$ cat config.mk
export PLATFORM = sky130hd
export DESIGN_NAME = ir_image_validator_flat
export DESIGN_NICKNAME = d
export VERILOG_FILES = /design/src/rtl/irv_pkg.sv /design/src/rtl/irv_stream_if.sv /design/src/rtl/irv_accum.sv /design/src/rtl/irv_judge.sv /design/src/rtl/ir_image_validator.sv /design/src/flat_wrapper.sv
export VERILOG_INCLUDE_DIRS = /design/src /design/src/rtl
export SDC_FILE = /design/constraint.sdc
export NUM_CORES = 1
export LEC_CHECK = 0
export ABC_CLOCK_PERIOD_IN_PS = 3500
export BUFFER_PORTS_ARGS = -buffer_cell sky130_fd_sc_hd__buf_2
export CAP_MARGIN = 20
export CORE_AREA = 2 2 39 41
export DETAILED_ROUTE_END_ITERATION = 16
export DIE_AREA = 0 0 41 43
export GPL_TIMING_DRIVEN = 0
export PLACE_DENSITY = 0.41
export SETUP_SLACK_MARGIN = 0.5
export SYNTH_ARGS = -nofsm -noshare
export SYNTH_HDL_FRONTEND = slang
export SYNTH_SLANG_ARGS = --single-unit
$ cat constraint.sdc
create_clock -name clk -period 3.5 [get_ports clk]
set_input_delay 0.175 -clock clk [delete_from_list [all_inputs] [get_ports clk]]
set_output_delay 0.175 -clock clk [all_outputs]
set_load 0.05 [all_outputs]
$ cat src/rtl/ir_image_validator_defines.svh
// Assertion macros for the ir_image_validator RTL, used by irv_accum
`ifndef IR_IMAGE_VALIDATOR_DEFINES_SVH
`define IR_IMAGE_VALIDATOR_DEFINES_SVH

// Check a property at every clock edge outside reset.
`define IRV_ASSERT(label, prop, msg) \
	label: assert property (@(posedge clk) disable iff (!arst_n) (prop)) else $error(msg);

// Check that a condition leads to a property in the next cycle.
`define IRV_ASSERT_NEXT(label, cond, prop, msg) \
	label: assert property (@(posedge clk) disable iff (!arst_n) (cond) |=> (prop)) \
		else $error(msg);

`endif

$ cat src/rtl/irv_pkg.sv
// Shared types, constants and the FNV-1a step for the image validator
package irv_pkg;

	localparam int HEADER_BYTES = 32;
	localparam int RECORD_BYTES = 32;
	localparam int HDR_IDX_W    = $clog2(HEADER_BYTES);
	localparam int COUNT_W      = 64;
	localparam int CFG_IDX_W    = 8;

	localparam logic [31:0] FNV_BASIS = 32'h811C_9DC5;
	// "TJIR" read as a little-endian word
	localparam logic [31:0] MAGIC     = 32'h5249_4A54;

	localparam logic [2:0] STATUS_OK        = 3'd0;
	localparam logic [2:0] STATUS_MAGIC     = 3'd1;
	localparam logic [2:0] STATUS_VERSION   = 3'd2;
	localparam logic [2:0] STATUS_LAYOUT    = 3'd3;
	localparam logic [2:0] STATUS_TRUNCATED = 3'd4;
	localparam logic [2:0] STATUS_CHECKSUM  = 3'd5;
	localparam logic [2:0] STATUS_REGLIMIT  = 3'd6;

	localparam logic [CFG_IDX_W-1:0] CFG_FORMAT_VERSION = CFG_IDX_W'(0);
	localparam logic [CFG_IDX_W-1:0] CFG_MAX_REGISTERS  = CFG_IDX_W'(1);

	typedef struct packed {
		logic [7:0] data_byte;
		logic       last;
	} image_item_t;

	typedef struct packed {
		logic [2:0]  status;
		logic [31:0] num_insns;
		logic [15:0] num_regs;
		logic [15:0] num_args;
		logic [15:0] num_locals;
		logic [31:0] body_checksum;
	} verdict_item_t;

	typedef struct packed {
		logic [CFG_IDX_W-1:0] index;
		logic [15:0]          data;
	} cfg_write_t;

	typedef struct packed {
		logic [15:0] format_version;
		logic [15:0] max_registers;
	} cfg_regs_t;

	typedef logic [HEADER_BYTES-1:0][7:0] header_t;

	// Image state frozen at the last byte
	typedef struct packed {
		header_t            hdr;
		logic [31:0]        hash;
		logic [COUNT_W-1:0] size;
	} snap_t;

	// Handshake between the accumulator and the checker
	typedef struct packed {
		logic valid;
		snap_t data;
	} snap_req_t;

	// FNV-1a: xor the byte in, then multiply by 2^24 + 0x193 as shifts and adds
	function automatic logic [31:0] fnv_step(input logic [31:0] h, input logic [7:0] b);
		logic [31:0] x;
		x = h ^ {24'd0, b};
		return (x << 24) + (x << 8) + (x << 7) + (x << 4) + (x << 1) + x;
	endfunction

endpackage

$ cat src/rtl/irv_stream_if.sv
// Valid/ready channel carrying one request payload
interface irv_stream_if #(parameter type T = logic) ();
	logic valid;
	logic ready;
	T     payload;

	modport source (output valid, output payload, input ready);
	modport sink (input valid, input payload, output ready);
endinterface

$ cat src/rtl/irv_accum.sv
// Input register, byte counter, header capture and body hash
`include "ir_image_validator_defines.svh"

module irv_accum import irv_pkg::*; (
	input  logic        clk,
	input  logic        arst_n,
	input  logic        in_valid,
	output logic        in_ready,
	input  image_item_t in_item,
	output snap_req_t   snap,
	input  logic        out_free
);

	logic               valid_s1;
	image_item_t        item_s1;
	logic [COUNT_W-1:0] counter_q;
	header_t            header_q;
	logic [31:0]        hash_q;
	logic               snap_valid_q;
	snap_t              snap_s2;

	logic               snap_free;
	logic               s1_fire;
	logic               in_header;
	header_t            hdr_next;
	logic [31:0]        hash_next;
	logic [COUNT_W-1:0] count_next;

	assign snap_free = !snap_valid_q || out_free;
	// A last byte waits in stage 1 while the snapshot slot is occupied and not being freed
	assign s1_fire   = valid_s1 && (!item_s1.last || snap_free);
	assign in_ready  = !valid_s1 || s1_fire;

	assign in_header = counter_q < COUNT_W'(HEADER_BYTES);

	always_comb begin
		for (int i = 0; i < HEADER_BYTES; i++) begin
			hdr_next[i] = (in_header && counter_q[HDR_IDX_W-1:0] == HDR_IDX_W'(i)) ?
				item_s1.data_byte : header_q[i];
		end
		hash_next  = in_header ? hash_q : fnv_step(hash_q, item_s1.data_byte);
		count_next = (&counter_q) ? counter_q : counter_q + COUNT_W'(1);
	end

	always_ff @(posedge clk or negedge arst_n) begin
		if (!arst_n) begin
			valid_s1 <= 1'b0;
		end else if (in_valid && in_ready) begin
			valid_s1 <= 1'b1;
		end else if (s1_fire) begin
			valid_s1 <= 1'b0;
		end
	end

	always_ff @(posedge clk) begin
		if (in_valid && in_ready) begin
			item_s1 <= in_item;
		end
	end

	always_ff @(posedge clk or negedge arst_n) begin
		if (!arst_n) begin
			counter_q <= '0;
			header_q  <= '0;
			hash_q    <= FNV_BASIS;
		end else if (s1_fire) begin
			if (item_s1.last) begin
				counter_q <= '0;
				header_q  <= '0;
				hash_q    <= FNV_BASIS;
			end else begin
				counter_q <= count_next;
				header_q  <= hdr_next;
				hash_q    <= hash_next;
			end
		end
	end

	always_ff @(posedge clk or negedge arst_n) begin
		if (!arst_n) begin
			snap_valid_q <= 1'b0;
		end else if (s1_fire && item_s1.last) begin
			snap_valid_q <= 1'b1;
		end else if (out_free) begin
			snap_valid_q <= 1'b0;
		end
	end

	always_ff @(posedge clk) begin
		if (s1_fire && item_s1.last) begin
			snap_s2.hdr  <= hdr_next;
			snap_s2.hash <= hash_next;
			snap_s2.size <= count_next;
		end
	end

	assign snap.valid = snap_valid_q;
	assign snap.data  = snap_s2;

	`IRV_ASSERT(a_hash_idle_in_header, in_header |-> (hash_q == FNV_BASIS), "hash moved in header")
	`IRV_ASSERT_NEXT(a_clear_after_last, s1_fire && item_s1.last, (counter_q == '0) && (hash_q == FNV_BASIS), "state not cleared after last byte")
	`IRV_ASSERT_NEXT(a_snap_held, snap_valid_q && !out_free, snap_valid_q && $stable(snap_s2.size), "snapshot lost while stalled")
	`IRV_ASSERT(a_snap_nonempty, snap_valid_q |-> (snap_s2.size != '0), "empty image snapshot")

endmodule

$ cat src/rtl/irv_judge.sv
// Verdict logic and result register
module irv_judge import irv_pkg::*; (
	input  logic          clk,
	input  logic          arst_n,
	input  snap_req_t     snap,
	output logic          out_free,
	input  cfg_regs_t     cfg_regs,
	output logic          out_valid,
	input  logic          out_ready,
	output verdict_item_t out_item
);

	logic               out_valid_q;
	verdict_item_t      out_q;
	verdict_item_t      res;
	logic               short_img;
	logic [COUNT_W-1:0] expected;
	header_t            h;

	assign out_free = !out_valid_q || out_ready;
	assign h        = snap.data.hdr;

	always_comb begin
		short_img = snap.data.size < COUNT_W'(HEADER_BYTES);
		expected  = COUNT_W'(h[11:8]) * COUNT_W'(RECORD_BYTES) + COUNT_W'(HEADER_BYTES);

		if (short_img || h[3:0] != MAGIC) begin
			res.status = STATUS_MAGIC;
		end else if (h[5:4] != cfg_regs.format_version) begin
			res.status = STATUS_VERSION;
		end else if (h[7:6] != 16'(HEADER_BYTES) || h[19:18] != 16'(RECORD_BYTES) ||
			h[31:24] != snap.data.size) begin
			res.status = STATUS_LAYOUT;
		end else if (expected != snap.data.size) begin
			res.status = STATUS_TRUNCATED;
		end else if (h[23:20] != snap.data.hash) begin
			res.status = STATUS_CHECKSUM;
		end else if (h[13:12] > cfg_regs.max_registers || h[17:16] > cfg_regs.max_registers) begin
			res.status = STATUS_REGLIMIT;
		end else begin
			res.status = STATUS_OK;
		end

		// a short image reports no header counts
		res.num_insns     = short_img ? 32'd0 : h[11:8];
		res.num_regs      = short_img ? 16'd0 : h[13:12];
		res.num_args      = short_img ? 16'd0 : h[15:14];
		res.num_locals    = short_img ? 16'd0 : h[17:16];
		res.body_checksum = snap.data.hash;
	end

	always_ff @(posedge clk or negedge arst_n) begin
		if (!arst_n) begin
			out_valid_q <= 1'b0;
		end else if (out_free) begin
			out_valid_q <= snap.valid;
		end
	end

	always_ff @(posedge clk) begin
		if (out_free && snap.valid) begin
			out_q <= res;
		end
	end

	assign out_valid = out_valid_q;
	assign out_item  = out_q;

endmodule

$ cat src/rtl/ir_image_validator.sv
// After its last byte is taken, a result passes the snapshot and then the result register.
// Throughput: one image byte per cycle; a last byte waits while the snapshot slot is full.
// A finished verdict waits in the result register while the next image keeps streaming.
// Reset (arst_n low) clears the byte count, header bytes, hash and all valid flags at once,
// and loads format_version = 1, max_registers = 256; no clearing pass is needed.
module ir_image_validator import irv_pkg::*; (
	input logic          clk,
	input logic          arst_n,
	irv_stream_if.sink   image,
	irv_stream_if.source verdict,
	irv_stream_if.sink   cfg
);

	cfg_regs_t     cfg_q;
	snap_req_t     snap;
	logic          out_free;
	image_item_t   in_item;
	cfg_write_t    cfg_req;
	verdict_item_t out_item;

	assign in_item = image.payload;
	assign cfg_req = cfg.payload;

	// Configuration writes are always taken; unknown indexes are dropped
	assign cfg.ready = 1'b1;

	always_ff @(posedge clk or negedge arst_n) begin
		if (!arst_n) begin
			cfg_q.format_version <= 16'd1;
			cfg_q.max_registers  <= 16'd256;
		end else if (cfg.valid) begin
			case (cfg_req.index)
				CFG_FORMAT_VERSION: cfg_q.format_version <= cfg_req.data;
				CFG_MAX_REGISTERS:  cfg_q.max_registers  <= cfg_req.data;
				default: ;
			endcase
		end
	end

	// Register each byte, advance the count, capture the header, hash the body
	irv_accum u_accum (
		.clk      (clk),
		.arst_n   (arst_n),
		.in_valid (image.valid),
		.in_ready (image.ready),
		.in_item  (in_item),
		.snap     (snap),
		.out_free (out_free)
	);

	// Turn the frozen image state into one verdict request and hold it until taken
	irv_judge u_judge (
		.clk       (clk),
		.arst_n    (arst_n),
		.snap      (snap),
		.out_free  (out_free),
		.cfg_regs  (cfg_q),
		.out_valid (verdict.valid),
		.out_ready (verdict.ready),
		.out_item  (out_item)
	);

	assign verdict.payload = out_item;

endmodule
$ cat src/flat_wrapper.sv
// flat-port wrapper written by rule: the top's interface ports become plain ports
module ir_image_validator_flat import irv_pkg::*;
  (clk, arst_n, image_valid, image_payload, image_ready, verdict_valid, verdict_payload, verdict_ready, cfg_valid, cfg_payload, cfg_ready);
  irv_stream_if image_i ();
  irv_stream_if verdict_i ();
  irv_stream_if cfg_i ();
  input logic clk;
  input logic arst_n;
  input wire logic [$bits(image_i.valid)-1:0] image_valid;
  input wire logic [$bits(image_i.payload)-1:0] image_payload;
  output wire logic [$bits(image_i.ready)-1:0] image_ready;
  output wire logic [$bits(verdict_i.valid)-1:0] verdict_valid;
  output wire logic [$bits(verdict_i.payload)-1:0] verdict_payload;
  input wire logic [$bits(verdict_i.ready)-1:0] verdict_ready;
  input wire logic [$bits(cfg_i.valid)-1:0] cfg_valid;
  input wire logic [$bits(cfg_i.payload)-1:0] cfg_payload;
  output wire logic [$bits(cfg_i.ready)-1:0] cfg_ready;
  assign image_i.valid = image_valid;
  assign image_i.payload = image_payload;
  assign image_ready = image_i.ready;
  assign verdict_valid = verdict_i.valid;
  assign verdict_payload = verdict_i.payload;
  assign verdict_i.ready = verdict_ready;
  assign cfg_i.valid = cfg_valid;
  assign cfg_i.payload = cfg_payload;
  assign cfg_ready = cfg_i.ready;
  ir_image_validator u_core (.clk(clk), .arst_n(arst_n), .image(image_i), .verdict(verdict_i), .cfg(cfg_i));
endmodule
==> out/results.ini <==
[run_status]
status=finished clean

[synthesis]
syn_inst=22
synth_top_area_frac=0.313
avgSynthCellArea_um2=13.1
synth_edf_count=3
synth_nets=29
synth_commonest_cells=3 x dfrtp_1, 3 x edfxtp_1, 2 x nand2b_1
synth_cell_types=17
dominantRegCellSynth=edfxtp_1
syn_area_um2=288
yosys_warnings=0
yosys-top-cells-area=edfxtp_1 31%, dfrtp_1 26%, dfstp_2 9.1%, nand2b_1 4.3%, buf_6 3.9%
ys_ff_latch=7
ys_seq_area_frac=0.665
synth_async_sr_flop_share=0.571
synth_area_leader_cell=edfxtp_1

[power_and_ir_drop]
p_leak_nw=0.173
power-per-cell-area_mw_per_mm2=506
ir_drop_mv=0.132

[clock_network]
cts_buffers=3
clockBufferDepth=2
cts_tree=done
worstSkewPairLatency_ns=0.25
post-cts-setup-buffer-count=0
clock_sinks=7
root_buffer=clkbuf_4
cts-resized-gates=0
htree_levels=1
clk_pin_slew_ns=0.05

[routing]
wl_um=473
dr.pass1.iters=2
ant_nets=0
drc=0
drtIter0Drc=4
via_count=196
viasPerCell=3.92
drt-wirelength-per-cell_um=9.46

[sta]
setup-tns-final_ns=0
hold_viol=0
finalCritPeriodShare=0.413
setup_viol=0
clock_skew_ns=0.00314
max_freq_mhz=692
maxSlewViolCount=0
rsz0062_at_grt=false
fin_crit_ns=1.44

[floorplan]
start_util=0.208
coreArea_mm2=0.00138
fp.dieW_um=41
io_pins=11
num_rows=14
die_h_um=43
die_area_mm2=0.00176

[finish]
register_area_um2=191
antenna_cells=0
area_delta_synth_final_pct=31.7
n_fill_cell=154
final_area_um2=379
drive_above_1_share=0.382
layout.nets=42
multi_input_area_um2=73.8

[placement]
io_buffers=7
placed_area_um2=343
place_hpwl_um=358
place.gp.congestion=0.637

[global_route]
grt_pass1_wl_um=717
grt_max_degree=7
antenna_found_initial=0
grt-ovfl-total=0
grt_usage=0.0711
grt_pass1_vias=181

[job]
drv_cap=0

[min_path]
hp-class=primary input to register

[critical_path]
path_max_fanout=6
worstPathArrival_ns=1.27
required_ns=3.32
critPathLaunchType=register
crit_path_end_kind=output pin
criticalPathCategory=register to output pin

## state kept, by name (all words and copies together) (netlist names)
name and count:
u_core.u_accum.valid_s1 1, u_core.u_accum.snap 1, u_core.u_judge.out_item 1, u_core.u_judge.out_valid 1
u_core.u_accum.item_s1 1, u_core.u_accum.hash_q 1, u_core.u_accum.snap_valid_q 1
## area by class of cell
class                   count  share of cell area
well taps                  16              0.0528
inverters                   1             0.00990
plain buffers               2              0.0495
multi-input cells          12               0.195
repair buffers              8               0.119
clock buffers               4              0.0693
flip-flops and latches      7               0.505
## metal layers
layer / share of wire / vias to the layer above / track usage
met5: 0 / - / 0
met4: 0 / 0 / 0.0800
met3: 0.11 / 0 / 0.0471
met2: 0.46 / 8 / 0.0781
met1: 0.43 / 91 / 0.0800
li1: - / 97 / -
## cell usage in the layout (no fill, tap or decap)
cell           count
buf_2              7
conb_1             1
inv_1              1
a31oi_1            1
clkbuf_4           3
nand2_1            1
clkbuf_1           1
buf_4              1
nand3_1            1
edfxtp_1           3
dfstp_2            1
o21bai_1           1
a21o_1             1
nor2_1             1
and2_1             1
dlygate4sd3_1      1
a31o_1             1
buf_6              1
dfrtp_1            3
nand2b_1           2
and3b_1            1
## cell families (layout without fill, tap and decap cells)
group,count (synthesis),in the layout,synth area share
flip-flops,7,7,0.665
AND/OR/NAND/NOR,7,7,0.139
AO/OA/AOI/OAI,4,4,0.104
buffers and inverters,3,15,0.0783
other,1,1,0.0130
## critical path, stage by stage (launching register included)
cell	delay (ns)
dfrtp_1	0.37
and3b_1	0.19
buf_6	0.13
nand3_1	0.07
buf_2	0.26
## timing repair
action,CTS,global route
setup endpoints to repair,0,0
hold endpoints to repair,4,0
hold buffers,1,0
## worst paths after layout
path	startpoint	end	slack [ns]	cells past startpoint
max in group asynchronous	arst_n	u_core.u_accum.hash_q[0]	3.04	2
min in group asynchronous	arst_n	u_core.u_judge.out_valid	0.26	2
min reg2reg	u_core.u_accum.snap[64]	u_core.u_judge.out_item[0]	0.42	0
max reg2reg	u_core.u_accum.snap_valid_q	u_core.u_accum.item_s1[0]	2.34	3
max	u_core.u_accum.snap_valid_q	image_ready	2.06	4
min	image_payload	u_core.u_accum.item_s1[0]	0.10	1
## power by group
part	internal [mW]	total (mW)	leakage [nW]	switching [mW]
clock network	0.0435	0.0728	0.0150	0.0293
logic	0.00905	0.0252	0.0851	0.0161
registers	0.0907	0.0939	0.0729	0.00316
## through the flow
step                utilization  cells  hold slack [ns]  setup slack [ns]  power (mW)
CTS                       0.274     50           0.0931              2.04       0.197
global placement          0.248     45          -0.0148              2.33       0.119
global route              0.274     50           0.0926              1.99       0.205
detailed placement        0.248     45          -0.0139              2.33       0.120
finish                    0.274     50            0.100              2.06       0.192
floorplan                     -     22           -0.121              1.96       0.113
(Power assumes the default switching activity.)
